## src/design/rdfd_pkg.sv

```systemverilog
// rdfd_pkg: canvas geometry, opcode codes, parser phases and the result record
// shared by the delta frame decoder; no dependencies

package rdfd_pkg;

    localparam int CANVAS_WIDTH  = 320;
    localparam int CANVAS_HEIGHT = 200;
    localparam int CANVAS_PIXELS = CANVAS_WIDTH * CANVAS_HEIGHT;

    // pixel position holds 0..CANVAS_PIXELS
    localparam int POS_W  = $clog2(CANVAS_PIXELS + 1);
    localparam int PAIR_W = 17;
    localparam int OFF_W  = 16;
    // compare width for counts, doubled counts, room and bytes_after
    localparam int CMP_W  = (POS_W > PAIR_W + 1) ? POS_W : PAIR_W + 1;

    localparam logic [7:0] OP_END_ZERO   = 8'h00;
    localparam logic [7:0] OP_SKIP2      = 8'h02;
    localparam logic [7:0] OP_SKIP8      = 8'h03;
    localparam logic [7:0] OP_SKIP16     = 8'h04;
    localparam logic [7:0] OP_LIT_BIAS   = 8'h05;
    localparam logic [7:0] OP_LIT_FIRST  = 8'h06;
    localparam logic [7:0] OP_LIT_LAST   = 8'h0A;
    localparam logic [7:0] OP_LIT8       = 8'h0B;
    localparam logic [7:0] OP_LIT16      = 8'h0C;
    localparam logic [7:0] OP_FILL_FIRST = 8'h0D;
    localparam logic [7:0] OP_FILL_LAST  = 8'h10;
    localparam logic [7:0] OP_FILL8      = 8'h11;
    localparam logic [7:0] OP_FILL16     = 8'h12;
    localparam logic [7:0] OP_END        = 8'h13;
    localparam logic [7:0] OP_FILL_BIAS  = 8'h0B;

    typedef enum logic [7:0] {
        PH_OPCODE   = 8'b0000_0001,
        PH_COUNT8   = 8'b0000_0010,
        PH_COUNT_LO = 8'b0000_0100,
        PH_COUNT_HI = 8'b0000_1000,
        PH_LIT_A    = 8'b0001_0000,
        PH_LIT_B    = 8'b0010_0000,
        PH_FILL_A   = 8'b0100_0000,
        PH_FILL_B   = 8'b1000_0000
    } t_phase;

    typedef struct packed {
        logic              write_valid;
        logic [OFF_W-1:0]  pixel_offset;
        logic [PAIR_W-1:0] pair_count;
        logic [7:0]        first_value;
        logic [7:0]        second_value;
        logic              frame_end;
        logic              frame_status;
    } t_result;

endpackage

```

## src/design/rle_delta_frame_decoder.sv

```systemverilog
// rle_delta_frame_decoder: top level, byte-wise parser of a delta-coded frame
// with a registered result and a skid stage; depends on rdfd_pkg
//
// an accepted byte's result is registered in the output register, or in the skid stage behind a stalled output
// throughput: one byte per cycle while o_in_stall is low; the parser state is updated in one pass
// o_in_stall rises only when the skid stage holds a result behind a stalled output
// reset (synchronous, active low) clears the parser, pixel position and both valids

module rle_delta_frame_decoder (
    input  logic        i_clk,
    input  logic        i_rst_n,
    input  logic        i_in_valid,
    output logic        o_in_stall,
    input  logic [7:0]  i_data_byte,
    input  logic [15:0] i_bytes_after,
    output logic        o_out_valid,
    input  logic        i_out_stall,
    output logic        o_write_valid,
    output logic [15:0] o_pixel_offset,
    output logic [16:0] o_pair_count,
    output logic [7:0]  o_first_value,
    output logic [7:0]  o_second_value,
    output logic        o_frame_end,
    output logic        o_frame_status
);
    import rdfd_pkg::*;

    localparam logic [POS_W-1:0] PIXELS = POS_W'(CANVAS_PIXELS);

    t_phase              r_phase, n_phase;
    logic [4:0]          r_opcode, n_opcode;
    logic [PAIR_W-1:0]   r_pairs, n_pairs;
    logic [7:0]          r_count_lo, n_count_lo;
    logic [7:0]          r_held, n_held;
    logic [POS_W-1:0]    r_pos, n_pos;
    logic                r_finished, n_finished;

    logic                r_out_valid, r_skid_valid;
    t_result             r_out, r_skid, n_res;

    logic                accept, last, take, res_valid;
    logic                err, stop, done;
    logic [POS_W-1:0]    room;
    logic [CMP_W-1:0]    room_x, half_room, after_x;
    logic [PAIR_W-1:0]   cnt, lit_p, fill_p;
    logic [CMP_W-1:0]    cnt2, lit_p2, pairs2;

    assign accept  = i_in_valid && !o_in_stall;
    assign last    = (i_bytes_after == 16'd0);
    assign room    = PIXELS - r_pos;
    assign room_x  = CMP_W'(room);
    assign half_room = room_x >> 1;
    assign after_x = CMP_W'(i_bytes_after);
    assign lit_p   = PAIR_W'(i_data_byte - OP_LIT_BIAS);
    assign fill_p  = PAIR_W'(i_data_byte - OP_FILL_BIAS);
    assign lit_p2  = CMP_W'({lit_p, 1'b0});
    assign pairs2  = CMP_W'({r_pairs, 1'b0});
    // counted opcodes carry n, the run is n+1 pairs
    assign cnt     = (r_phase == PH_COUNT8) ? PAIR_W'(i_data_byte) + PAIR_W'(1)
                                            : PAIR_W'({i_data_byte, r_count_lo}) + PAIR_W'(1);
    assign cnt2    = CMP_W'({cnt, 1'b0});

    always_comb begin
        n_phase    = r_phase;
        n_opcode   = r_opcode;
        n_pairs    = r_pairs;
        n_count_lo = r_count_lo;
        n_held     = r_held;
        n_pos      = r_pos;
        n_finished = r_finished;
        err        = 1'b0;
        stop       = 1'b0;
        done       = 1'b0;
        n_res      = '0;

        if (r_finished) begin
            // drain the rest of an ended frame
            if (last) begin
                n_finished = 1'b0;
                n_pos      = '0;
                n_phase    = PH_OPCODE;
                n_opcode   = '0;
                n_pairs    = '0;
                n_count_lo = '0;
                n_held     = '0;
            end
        end else begin
            case (r_phase)
                PH_OPCODE: begin
                    n_opcode = i_data_byte[4:0];
                    case (i_data_byte) inside
                        OP_END_ZERO, OP_END: stop = 1'b1;
                        OP_SKIP2: begin
                            if (room_x < CMP_W'(2)) begin
                                err = 1'b1;
                            end else begin
                                n_pos = r_pos + POS_W'(2);
                                done  = 1'b1;
                            end
                        end
                        OP_SKIP8, OP_LIT8, OP_FILL8: begin
                            if (last) err = 1'b1;
                            else n_phase = PH_COUNT8;
                        end
                        OP_SKIP16, OP_LIT16, OP_FILL16: begin
                            if (i_bytes_after < 16'd2) err = 1'b1;
                            else n_phase = PH_COUNT_LO;
                        end
                        [OP_LIT_FIRST:OP_LIT_LAST]: begin
                            if (after_x < lit_p2 || CMP_W'(lit_p) > half_room) begin
                                err = 1'b1;
                            end else begin
                                n_pairs = lit_p;
                                n_phase = PH_LIT_A;
                            end
                        end
                        [OP_FILL_FIRST:OP_FILL_LAST]: begin
                            if (CMP_W'(fill_p) > half_room || i_bytes_after < 16'd2) begin
                                err = 1'b1;
                            end else begin
                                n_pairs = fill_p;
                                n_phase = PH_FILL_A;
                            end
                        end
                        default: err = 1'b1;
                    endcase
                end
                PH_COUNT8, PH_COUNT_HI: begin
                    if (r_opcode == OP_SKIP8[4:0] || r_opcode == OP_SKIP16[4:0]) begin
                        if (cnt2 > room_x) begin
                            err = 1'b1;
                        end else begin
                            n_pos = POS_W'(CMP_W'(r_pos) + cnt2);
                            done  = 1'b1;
                        end
                    end else if (r_opcode == OP_LIT8[4:0] || r_opcode == OP_LIT16[4:0]) begin
                        if (after_x < cnt2 || CMP_W'(cnt) > half_room) begin
                            err = 1'b1;
                        end else begin
                            n_pairs = cnt;
                            n_phase = PH_LIT_A;
                        end
                    end else begin
                        if (CMP_W'(cnt) > half_room || i_bytes_after < 16'd2) begin
                            err = 1'b1;
                        end else begin
                            n_pairs = cnt;
                            n_phase = PH_FILL_A;
                        end
                    end
                end
                PH_COUNT_LO: begin
                    n_count_lo = i_data_byte;
                    n_phase    = PH_COUNT_HI;
                end
                PH_LIT_A: begin
                    n_held  = i_data_byte;
                    n_phase = PH_LIT_B;
                end
                PH_LIT_B: begin
                    if ((r_pairs > PAIR_W'(1) && last) || r_pairs == '0
                            || room_x < CMP_W'(2)) begin
                        err = 1'b1;
                    end else begin
                        n_res.write_valid  = 1'b1;
                        n_res.pixel_offset = OFF_W'(r_pos);
                        n_res.pair_count   = PAIR_W'(1);
                        n_res.first_value  = r_held;
                        n_res.second_value = i_data_byte;
                        n_pos   = r_pos + POS_W'(2);
                        n_pairs = r_pairs - PAIR_W'(1);
                        if (r_pairs == PAIR_W'(1)) done = 1'b1;
                        else n_phase = PH_LIT_A;
                    end
                end
                PH_FILL_A: begin
                    n_held  = i_data_byte;
                    n_phase = PH_FILL_B;
                end
                PH_FILL_B: begin
                    if (CMP_W'(r_pairs) > half_room) begin
                        err = 1'b1;
                    end else begin
                        n_res.write_valid  = 1'b1;
                        n_res.pixel_offset = OFF_W'(r_pos);
                        n_res.pair_count   = r_pairs;
                        n_res.first_value  = r_held;
                        n_res.second_value = i_data_byte;
                        n_pos   = POS_W'(CMP_W'(r_pos) + pairs2);
                        n_pairs = '0;
                        done    = 1'b1;
                    end
                end
                default: err = 1'b1;
            endcase

            // last byte arrived with an opcode still open
            if (!err && !stop && !done && last) err = 1'b1;

            if (err || stop || (done && last)) begin
                n_res.frame_end    = 1'b1;
                n_res.frame_status = err;
                n_phase    = PH_OPCODE;
                n_opcode   = '0;
                n_pairs    = '0;
                n_count_lo = '0;
                n_held     = '0;
                if (last) begin
                    n_pos      = '0;
                    n_finished = 1'b0;
                end else begin
                    n_finished = 1'b1;
                end
            end else if (done) begin
                n_phase = PH_OPCODE;
            end
        end
    end

    assign res_valid  = accept && (n_res.write_valid || n_res.frame_end);
    assign take       = r_out_valid && !i_out_stall;
    assign o_in_stall = r_skid_valid;

    always_ff @(posedge i_clk) begin
        if (!i_rst_n) begin
            r_phase      <= PH_OPCODE;
            r_opcode     <= '0;
            r_pairs      <= '0;
            r_count_lo   <= '0;
            r_held       <= '0;
            r_pos        <= '0;
            r_finished   <= 1'b0;
            r_out_valid  <= 1'b0;
            r_skid_valid <= 1'b0;
        end else begin
            if (accept) begin
                r_phase    <= n_phase;
                r_opcode   <= n_opcode;
                r_pairs    <= n_pairs;
                r_count_lo <= n_count_lo;
                r_held     <= n_held;
                r_pos      <= n_pos;
                r_finished <= n_finished;
            end
            if (r_skid_valid) begin
                // input is stalled while the skid stage is full
                if (take) begin
                    r_out        <= r_skid;
                    r_skid_valid <= 1'b0;
                end
            end else if (res_valid) begin
                if (!r_out_valid || take) begin
                    r_out       <= n_res;
                    r_out_valid <= 1'b1;
                end else begin
                    r_skid       <= n_res;
                    r_skid_valid <= 1'b1;
                end
            end else if (take) begin
                r_out_valid <= 1'b0;
            end
        end
    end

    assign o_out_valid    = r_out_valid;
    assign o_write_valid  = r_out.write_valid;
    assign o_pixel_offset = r_out.pixel_offset;
    assign o_pair_count   = r_out.pair_count;
    assign o_first_value  = r_out.first_value;
    assign o_second_value = r_out.second_value;
    assign o_frame_end    = r_out.frame_end;
    assign o_frame_status = r_out.frame_status;

    a_status_with_end: assert property (@(posedge i_clk) disable iff (!i_rst_n)
        o_out_valid && o_frame_status |-> o_frame_end)
        else $error("frame status set without frame end");

    a_result_not_empty: assert property (@(posedge i_clk) disable iff (!i_rst_n)
        o_out_valid |-> (o_write_valid || o_frame_end))
        else $error("empty result delivered");

    a_pos_in_canvas: assert property (@(posedge i_clk) disable iff (!i_rst_n)
        r_pos <= PIXELS)
        else $error("pixel position past canvas end");

    a_finished_clean: assert property (@(posedge i_clk) disable iff (!i_rst_n)
        r_finished |-> (r_phase == PH_OPCODE && r_pairs == '0))
        else $error("parser not cleared after frame end");

    a_skid_only_when_stalled: assert property (@(posedge i_clk) disable iff (!i_rst_n)
        $rose(r_skid_valid) |-> $past(r_out_valid && i_out_stall))
        else $error("skid stage loaded while output was free");

endmodule

```

## config.mk

```make
export PLATFORM = sky130hd
export DESIGN_NAME = rle_delta_frame_decoder
export DESIGN_NICKNAME = d
export VERILOG_FILES = /design/src/design/rdfd_pkg.sv /design/src/design/rle_delta_frame_decoder.sv
export SDC_FILE = /design/constraint.sdc
export NUM_CORES = 1
export LEC_CHECK = 0
export ABC_CLOCK_PERIOD_IN_PS = 9400
export BUFFER_PORTS_ARGS = -buffer_cell sky130_fd_sc_hd__buf_2
export CAP_MARGIN = 0
export CORE_ASPECT_RATIO = 0.7
export CORE_MARGIN = 4
export CORE_UTILIZATION = 44
export DETAILED_ROUTE_END_ITERATION = 7
export HOLD_SLACK_MARGIN = 0.12
export REMOVE_ABC_BUFFERS = 1
export SLEW_MARGIN = 20
export SYNTH_ARGS = -nofsm -noshare
export SYNTH_HDL_FRONTEND = slang
export SYNTH_SLANG_ARGS = --single-unit
```

## constraint.sdc

```tcl
create_clock -name i_clk -period 9.4 [get_ports i_clk]
set_input_delay 0.94 -clock i_clk [delete_from_list [all_inputs] [get_ports i_clk]]
set_output_delay 0.94 -clock i_clk [all_outputs]
set_load 0.05 [all_outputs]
```

Yosys cells after proc, flatten, opt, wreduce, memory -nomap -nowiden:

Cells that the tools add are included.

* register bits: 169
* bits of input ports: 28
* output and inout bits: 54

* add/sub/neg operators: 9
* magnitude comparators: 14
* equality and inequality tests: 48
* multiplexer cells: 117
* bitwise logic cells: 2
* reduce and logical (&&, ||, !) cells: 54

Operators by type and width (number)
* $mux W17: 18
* $mux W52: 5
* $mux W8: 27
* $mux W16: 11
* $mux W50: 2
* $pmux W50 S2: 1
* $gt A17 B15 Y1: 4
* $pmux W17 S4: 1
* $pmux W16 S4: 1
* $ne A5 B5 Y1 const B: 10
* $pmux W8 S6: 1
* $mux W1: 43
* $lt A16 B18 Y1: 2
* $add A16 B16 Y16: 2
* $eq A8 B5 Y1 const B: 4
* $lt A16 B2 Y1 const B: 2
* $reduce_and A15 Y1: 2
* $ne A4 B4 Y1 const B: 7
* $eq A8 B2 Y1 const B: 3
* $eq A8 B4 Y1 const B: 3
* $ne A8 B8 Y1 const B: 3
* $mux W5: 4
* $gt A18 B16 Y1: 1
* $ne A6 B6 Y1 const B: 3
* 42 further kinds: 84

Longest topological paths before layout:

Gate-level depths: netlist (run 1).

* depth after elaboration: 26
* mapped depth: 19
* mapped depth without buffers: 18

Worst setup path before layout (run 1):

Ideal clock, no wire load.

* path kind: register to register
* start: reg r_pos[1]
* end: reg r_out, in the netlist o_first_value[0], enable pin
* setup time: 479 ps
* arrival: 6805 ps
* path slack: 2116 ps
* stages on the path, launching flop included: 18
* buffers on the path: 2
* cells stage by stage: dfxtp_1 > buf_2 > inv_1 > ha_1 > nor3b_1 > a21boi_0 > o21ba_2 > xor2_1 > ha_1 > a2111o_1 > nor2_1 > o31a_1 > o21ai_0 > a311o_1 > a21oi_1 > clkbuf_1 > o31ai_1 > a21oi_1

RTL lines
* start, declared: RTL line rle_delta_frame_decoder.sv:35 `logic [POS_W-1:0] r_pos, n_pos;`
* start signal, assigned: RTL line rle_delta_frame_decoder.sv:242 `r_pos <= n_pos;`
* end signal, assigned: RTL line rle_delta_frame_decoder.sv:248 `r_out <= r_skid;`
* end signal, assigned: RTL line rle_delta_frame_decoder.sv:253 `r_out <= n_res;`
* end, declared: RTL line rle_delta_frame_decoder.sv:39 `t_result r_out, r_skid, n_res;`

Worst setup path after layout (run 1):

* start: reg r_pos[1]
* end: reg r_out, in the netlist o_pixel_offset[4], enable pin

* word-level cells in the longest chain between the ends: 26

Ends and longest elaborated chain
* $sub A16 B16 Y16 *: RTL line rle_delta_frame_decoder.sv:50 `assign room = PIXELS - r_pos;`
* $gt A17 B15 Y1: RTL line rle_delta_frame_decoder.sv:118 `if (CMP_W'(fill_p) > half_room || i_bytes_after < 16'd2) begin`
* $logic_or A1 B1 Y1: RTL line rle_delta_frame_decoder.sv:118
* $mux W1: RTL line rle_delta_frame_decoder.sv:118
* $mux W1 (6 in a row): RTL line rle_delta_frame_decoder.sv:91 `case (i_data_byte) inside`
* $pmux W1 S5: RTL line rle_delta_frame_decoder.sv:88 `case (r_phase)`
* $mux W1: RTL line rle_delta_frame_decoder.sv:76 `if (r_finished) begin`
* $logic_not A1 Y1: RTL line rle_delta_frame_decoder.sv:198 `if (!err && !stop && !done && last) err = 1'b1;`
* [... 4 more ...]
* $mux W1: RTL line rle_delta_frame_decoder.sv:76
* $logic_or A1 B1 Y1 (2 in a row): RTL line rle_delta_frame_decoder.sv:200 `if (err || stop || (done && last)) begin`
* $mux W2: RTL line rle_delta_frame_decoder.sv:200
* $mux W52 *: RTL line rle_delta_frame_decoder.sv:76
* $logic_or A1 B1 Y1 *: RTL line rle_delta_frame_decoder.sv:220 `assign res_valid = accept && (n_res.write_valid || n_res.frame_end);`
* $logic_and A1 B1 Y1 *: RTL line rle_delta_frame_decoder.sv:220
* $reduce_bool A2 Y1 (no line) *
* $reduce_and A4 Y1 (no line) *

Every way passes the cells marked *; elsewhere a longest branch is shown, timed or not. The select of a mux whose other input is x is not followed.
A chain may end at the register's enable or synchronous reset.

==> results of run 1 <==
-- cell type report --
class	count	area [sq um]	share of cell area, %
multi-input combinational	1089	8040	56.6
sequential	168	4400	31.0
timing repair buffer	98	533	3.75
tap	378	473	3.33
clock buffer	17	425	2.99
inverter	55	206	1.45
clock inverter	15	126	0.889
-- metal layers --
| layer | wire, microns | vias to the layer above | global-route usage (%) |
|---|---|---|---|
| met3 | 4350 | 69 | 7.16 |
| met4 | 884 | 0 | 5.92 |
| met2 | 17400 | 564 | 37.1 |
| met5 | 0 | - | 0 |
| li1 | - | 5298 | - |
| met1 | 19500 | 5553 | 38.6 |
-- cell usage after synthesis (all sizes together), types with 5 or more instances --
master	number
and2	35
a22o	43
nand2b	8
nand2	113
or2	8
nor4	28
o31ai	24
a21o	17
mux2	41
clkbuf	47
or4	11
nor2b	10
inv	54
o21bai	5
o221ai	16
a22oi	6
xnor2	50
ha	128
nand3	48
o211ai	11
a31oi	15
o21ai	55
mux2i	6
buf	16
xor2	39
dfxtp	64
a21oi	75
a21boi	6
nor2	99
o21a	14
nor3	35
nand4	16
a211oi	15
edfxtp	104
and3	28
o2bb2ai	5
-- final timing paths --
path | endpoint | depth (start not counted) | from
setup / recovery | o_pixel_offset[4] | 16 | r_pos[1]
hold / removal | r_held[4] | 1 | r_held[4]
setup reg to reg | o_pixel_offset[4] | 16 | r_pos[1]
hold reg to reg | r_held[4] | 1 | r_held[4]
-- through the flow --
stage	utilization, %	instances	power, uW
2_1_floorplan	-	1312	1030
3_3_place_gp	47.3	1788	1130
3_5_place_dp	47.3	1788	1130
4_1_cts	49.2	1820	1800
5_1_grt	49.2	1820	1860
6_report	49.2	1820	1790
-- power by group through the flow --
stage | combinational [uW] | sequential, uW | clock (uW)
final | 299 | 821 | 671
after global routing | 322 | 823 | 713
after CTS | 295 | 821 | 681
after detailed placement | 294 | 837 | 0
after global placement | 290 | 837 | 0
after floorplan | 141 | 892 | 0
-- worst max-delay path, delay by kind of cell, from the launching register on --
kind | cells | cell delay, ps
xor+xnor | 1 | 640
flops | 1 | 930
simple gates | 4 | 940
buf+inv | 2 | 520
compound gates | 7 | 2460
fa+ha+maj | 2 | 710
-- registers in the layout (all words and copies together), names as in the netlist, 5 cells and up --
register	cells
o_pixel_offset	16
r_held	8
r_pos	15
r_skid	52
r_count_lo	8
r_phase	8
r_pairs	17
o_pair_count	17
r_opcode	5
o_second_value	8
o_first_value	8
-- logic make-up (layout without fill, tap and decap cells) --
group                    Yosys count  count (layout)  share of synthesized area [%]
other                              1               3                         0.0291
flip-flops                       168             168                           34.2
AO/OA/AOI/OAI                    361             361                           20.6
XOR/XNOR                          89              89                           6.12
AND/OR/NAND/NOR                  459             459                           18.5
multiplexers                      47              47                           4.05
adder cells (fa/ha/maj)          130             130                           12.8
buffers and inverters            118             185                           3.66
==> results.yml, run 1 <==
die:
  die_x_microns: 212
  core_region_area_sq_um: 28900
  design.die.area_sq_um: 32100
  num_rows: 52
  die_y_microns: 151
  initial_core_util_pct: 44.5
  ioPinCount: 82
sta:
  report.final.slew_viol_count: 0
  worst_slew_pin_slew_ps: 1100
  timing.final.setup_violations: 0
  fin_skew_ps: 9.62
  timing.final.crit_share_pct: 70.0
  rsz0062_at_grt: "false"
  finalHoldWorstSlack_ps: 479
  fmax_ghz: 0.152
  post-route-min-period_ps: 6580
  final-hold-violation-count: 0
  fin_setup_tns_ps: 0
  relSlewSlack_pct: 26.1
  worst_setup_slack_final_ps: 2820
global_routing:
  grt_antenna_before_repair: 0
  grt_first_pass_wirelength_microns: 63500
  grt_overflow: 0
  gr-usage-all-layers_pct: 25.9
  grt_start_max_net_pins: 53
  number_of_global_route_vias_before_repair: 10600
power_and_ir_drop:
  pwr-share-clk_pct: 37.5
  intPower_uw: 1260
  power.sequential.fraction_pct: 45.8
  power.density_nw_per_um2: 126
  max-vdd-ir-drop_uv: 108
  share_comb_of_total_power_pct: 16.7
  sw_frac_of_total_pct: 29.9
  total_switching_power_uw: 535
  p_leak_uw: 0.00583
critical_path:
  worst-setup-path-type: "reg -> reg"
  rrSetupSlack_ps: 2820
  cp-end-kind: "register"
  timing.critical_path.cells: "inv_1 > ha_1 > nor2b_1 > a31oi_4 > xor2_2 > ha_1 > and4_1 > and3_1 > a2111oi_0 > o31ai_1 > o311a_1 > or3_4 > a31o_4 > o31ai_1 > a21oi_4 > buf_4"
  element_type_at_the_critical_path_start: "register"
  arrival_ps: 6680
  worstPathMaxFanout: 49
  worst_path_largest_cell_delay_ps: 930
  cp_slowest_cell: "sky130_fd_sc_hd__dfxtp_1"
  crit_required_ps: 9510
hold_path:
  min_path_type: "reg -> reg"
synthesis:
  mappedNetlistArea_sq_um: 12900
  post_syn_instances: 1373
  yosysUniqueCellTypes: 94
  synth_largest_area_cell: "sky130_fd_sc_hd__edfxtp_1"
  synth.yosys.seq_area_share_pct: 34.2
  yosysWarningCount: 0
  synth_area_leaders: "sky130_fd_sc_hd__edfxtp_1 24%, sky130_fd_sc_hd__ha_1 12%, sky130_fd_sc_hd__dfxtp_1 10%"
  synth.avg_cell_area_sq_um: 9.37
  postSynth.asyncResetShare_pct: 0
  postSynthRegisterBits: 168
  synth_top_area_share_pct: 24.3
  yosys_most_used_dff: "sky130_fd_sc_hd__edfxtp_1"
  synth_enable_flop_cells: 104
finish:
  commonest_cells_after_routing_fill_and_taps_aside: "128 x sky130_fd_sc_hd__ha_1, 113 x sky130_fd_sc_hd__nand2_1, 104 x sky130_fd_sc_hd__edfxtp_1, 97 x sky130_fd_sc_hd__nor2_1, 81 x sky130_fd_sc_hd__buf_2"
  growth_of_design_area_from_synthesis_to_finish_pct: 10.4
  num_antenna_cells: 0
  final_cell_area_sq_um: 14200
  nets: 1587
  num-fill-cells: 2759
  final_common_cell: "sky130_fd_sc_hd__ha_1"
  layout-drive-gt1-share_pct: 14.6
clocking:
  post_cts_buffers: 0
  clk_transition_reported_paths_ps: 70
  cts.path.max_buffers: 2
  cts-hold-fix-buffers: 0
  cts_made_buffers: 17
  clock_latency_ps: 430
  clock-root-buffer: "sky130_fd_sc_hd__clkbuf_16"
  numClockSinks: 168
  resized_gates_after_cts: 0
  cts_max_level: 4
  cts_tree: "yes"
placement:
  port_bufs: 81
  placedInstanceArea_sq_um: 13700
  gp_routability_congestion: 1.03
  detailedPlacementHpwl_microns: 32500
  placement.setup.worst_slack_ps: 2750
detailed_routing:
  drtPass1Iterations: 8
  ant_nets: 0
  vias_per_cell: 6.31
  drt_iter0_markers: 1341
  drt_wl_total_microns: 42100
  wire_per_inst_microns: 23.1
  route.detailed.drc: 0
  via_count_of_the_routed_design: 11500
run:
  timing.max_cap.violations: 0
outcome:
  outcome: "completed"
Note: power is estimated with default switching activity, not from simulation.
==> inputs of run 2 (changes only) <==
--- a/config.mk
+++ b/config.mk
@@ -5,7 +5,7 @@
 export SDC_FILE = /design/constraint.sdc
 export NUM_CORES = 1
 export LEC_CHECK = 0
-export ABC_CLOCK_PERIOD_IN_PS = 9400
+export ABC_CLOCK_PERIOD_IN_PS = 5500
 export BUFFER_PORTS_ARGS = -buffer_cell sky130_fd_sc_hd__buf_2
 export CAP_MARGIN = 0
 export CORE_ASPECT_RATIO = 0.7
==> constraint.sdc (replaced) <==
create_clock -name i_clk -period 5.5 [get_ports i_clk]
set_input_delay 0.55 -clock i_clk [delete_from_list [all_inputs] [get_ports i_clk]]
set_output_delay 0.55 -clock i_clk [all_outputs]
set_load 0.05 [all_outputs]
==> run 2 against run 1 <==
Effect of this change: flip-flop and latch count is the same; via count shrank 0.72%; clock skew is 1.6 ps higher; total power grew 77%; design area is 3.0% higher; worst setup slack worse by 2500 ps; largest power group unchanged.
==> results.yml, run 2 (same netlist as run 1, synthesis figures left out) <==
finish:
  num_antenna_cells: 0
  nets: 1635
  final_common_cell: "sky130_fd_sc_hd__ha_1"
  growth_of_design_area_from_synthesis_to_finish_pct: 13.8
  largest_reg_flops: 52
  layout-drive-gt1-share_pct: 17.4
  registers.top_by_ff_count: "r_skid"
  commonest_cells_after_routing_fill_and_taps_aside: "128 x sky130_fd_sc_hd__ha_1, 113 x sky130_fd_sc_hd__nand2_1, 104 x sky130_fd_sc_hd__edfxtp_1, 97 x sky130_fd_sc_hd__nor2_1, 81 x sky130_fd_sc_hd__buf_2"
critical_path:
  cp_slowest_cell: "sky130_fd_sc_hd__a21oi_1"
  cp-end-kind: "register"
  worstPathMaxFanout: 7
  timing.critical_path.cells: "ha_1 > nand3_1 > nor2_1 > xnor2_1 > nor2_1 > a21oi_1 > inv_1 > ha_1 > and4_1 > a221o_1 > nand4_1 > a32oi_1 > or4_1 > a31oi_1 > buf_4 > a21o_1 > nand2_1 > a22o_1"
  arrival_ps: 5530
  crit_required_ps: 5820
  worst_path_largest_cell_delay_ps: 590
  worst-setup-path-type: "reg -> reg"
  element_type_at_the_critical_path_start: "register"
sta:
  fin_setup_tns_ps: 0
  worst_slew_pin_slew_ps: 1060
  relSlewSlack_pct: 29.0
  post-route-min-period_ps: 5210
  timing.final.crit_share_pct: 94.8
  final-hold-violation-count: 0
  fin_skew_ps: 11.2
  timing.final.setup_violations: 0
  report.final.slew_viol_count: 0
  fmax_ghz: 0.192
  rsz0062_at_grt: "false"
clocking:
  cts-hold-fix-buffers: 0
  cts.path.max_buffers: 2
  clock-root-buffer: "sky130_fd_sc_hd__clkbuf_16"
  resized_gates_after_cts: 0
  cts_max_level: 4
  clock_latency_ps: 440
  cts_tree: "yes"
  numClockSinks: 168
  post_cts_buffers: 0
  clk_transition_reported_paths_ps: 70
  cts_made_buffers: 17
die:
  num_rows: 52
  core_region_area_sq_um: 28900
  design.die.area_sq_um: 32100
  initial_core_util_pct: 44.5
  die_x_microns: 212
  die_y_microns: 151
  ioPinCount: 82
detailed_routing:
  drtPass1Iterations: 6
  drt_iter0_markers: 1366
  wire_per_inst_microns: 22.6
  route.detailed.drc: 0
  drt_wl_total_microns: 42200
  vias_per_cell: 6.10
  ant_nets: 0
  via_count_of_the_routed_design: 11400
global_routing:
  grt.met3_usage_pct: 7.33
  gr-usage-all-layers_pct: 26.0
  grt-busiest-layer: "met1"
  number_of_global_route_vias_before_repair: 10600
  global_route.usage.met2_pct: 36.8
  grt_overflow: 0
  grt_start_max_net_pins: 53
  grt_antenna_before_repair: 0
  grt_first_pass_wirelength_microns: 63900
  use_met1_pct: 38.8
power_and_ir_drop:
  max-vdd-ir-drop_uv: 210
  totalPowerFinal_uw: 3160
  power.density_nw_per_um2: 216
  p_leak_uw: 0.00609
run:
  timing.max_cap.violations: 0
hold_path:
  min_path_type: "in -> reg"
outcome:
  outcome: "completed"
placement:
  gp_routability_congestion: 0.989
  detailedPlacementHpwl_microns: 32800
  port_bufs: 81
[run 2: per-layer routing]
layer	vias to the layer above	part of all wire, %
met5	-	0
met1	5448	48
li1	5397	-
met2	487	40
met4	0	2.1
met3	69	9.9
[run 2: final timing paths]
| check | slack, ps | startpoint | end | cells past startpoint |
|---|---|---|---|---|
| worst max-delay path | 290 | r_count_lo[0] | r_pos[3] | 18 |
| worst min register to register | 480 | r_held[1] | r_held[1] | 1 |
| worst max register to register | 290 | r_count_lo[0] | r_pos[3] | 18 |
| worst min-delay path | 450 | i_in_valid | o_in_stall | 3 |
[run 2: final cells by class]
cell class                      instances  area, sq um
Fill cell                            2745        14200
Clock inverter                         13          161
Tap cell                              378          473
Inverter                               55          206
Sequential cell                       168         4400
Multi-Input combinational cell       1089         8030
Timing Repair Buffer                  146          931
Clock buffer                           19          433
[run 2: worst max-delay path: cells and delay by family (launching register included)]
kind	cells	cell delay, ps
XOR/XNOR	1	160
buffers and inverters	2	480
adder cells (fa/ha/maj)	2	590
AO/OA/AOI/OAI	6	1750
flip-flops	1	420
AND/OR/NAND/NOR	7	1720
[run 2: metrics by stage]
| step | std cells | instance area (sq um) | util (%) | hold WS (ps) | setup slack, ps |
|---|---|---|---|---|---|
| detailed placement | 1836 | 14000 | 48.6 | 459 | 321 |
| global route | 1868 | 14600 | 50.7 | 470 | 80.0 |
| floorplan | 1312 | 12600 | - | 434 | -2060 |
| CTS | 1868 | 14600 | 50.7 | 434 | 397 |
| finish | 1868 | 14600 | 50.7 | 455 | 287 |
| global placement | 1836 | 14000 | 48.6 | 460 | 166 |
[run 2: report_power, final]
part	switching [uW]	leakage (uW)	internal [uW]
clock	555	0.000278	685
combinational	368	0.00434	155
sequential	20.4	0.00147	1380
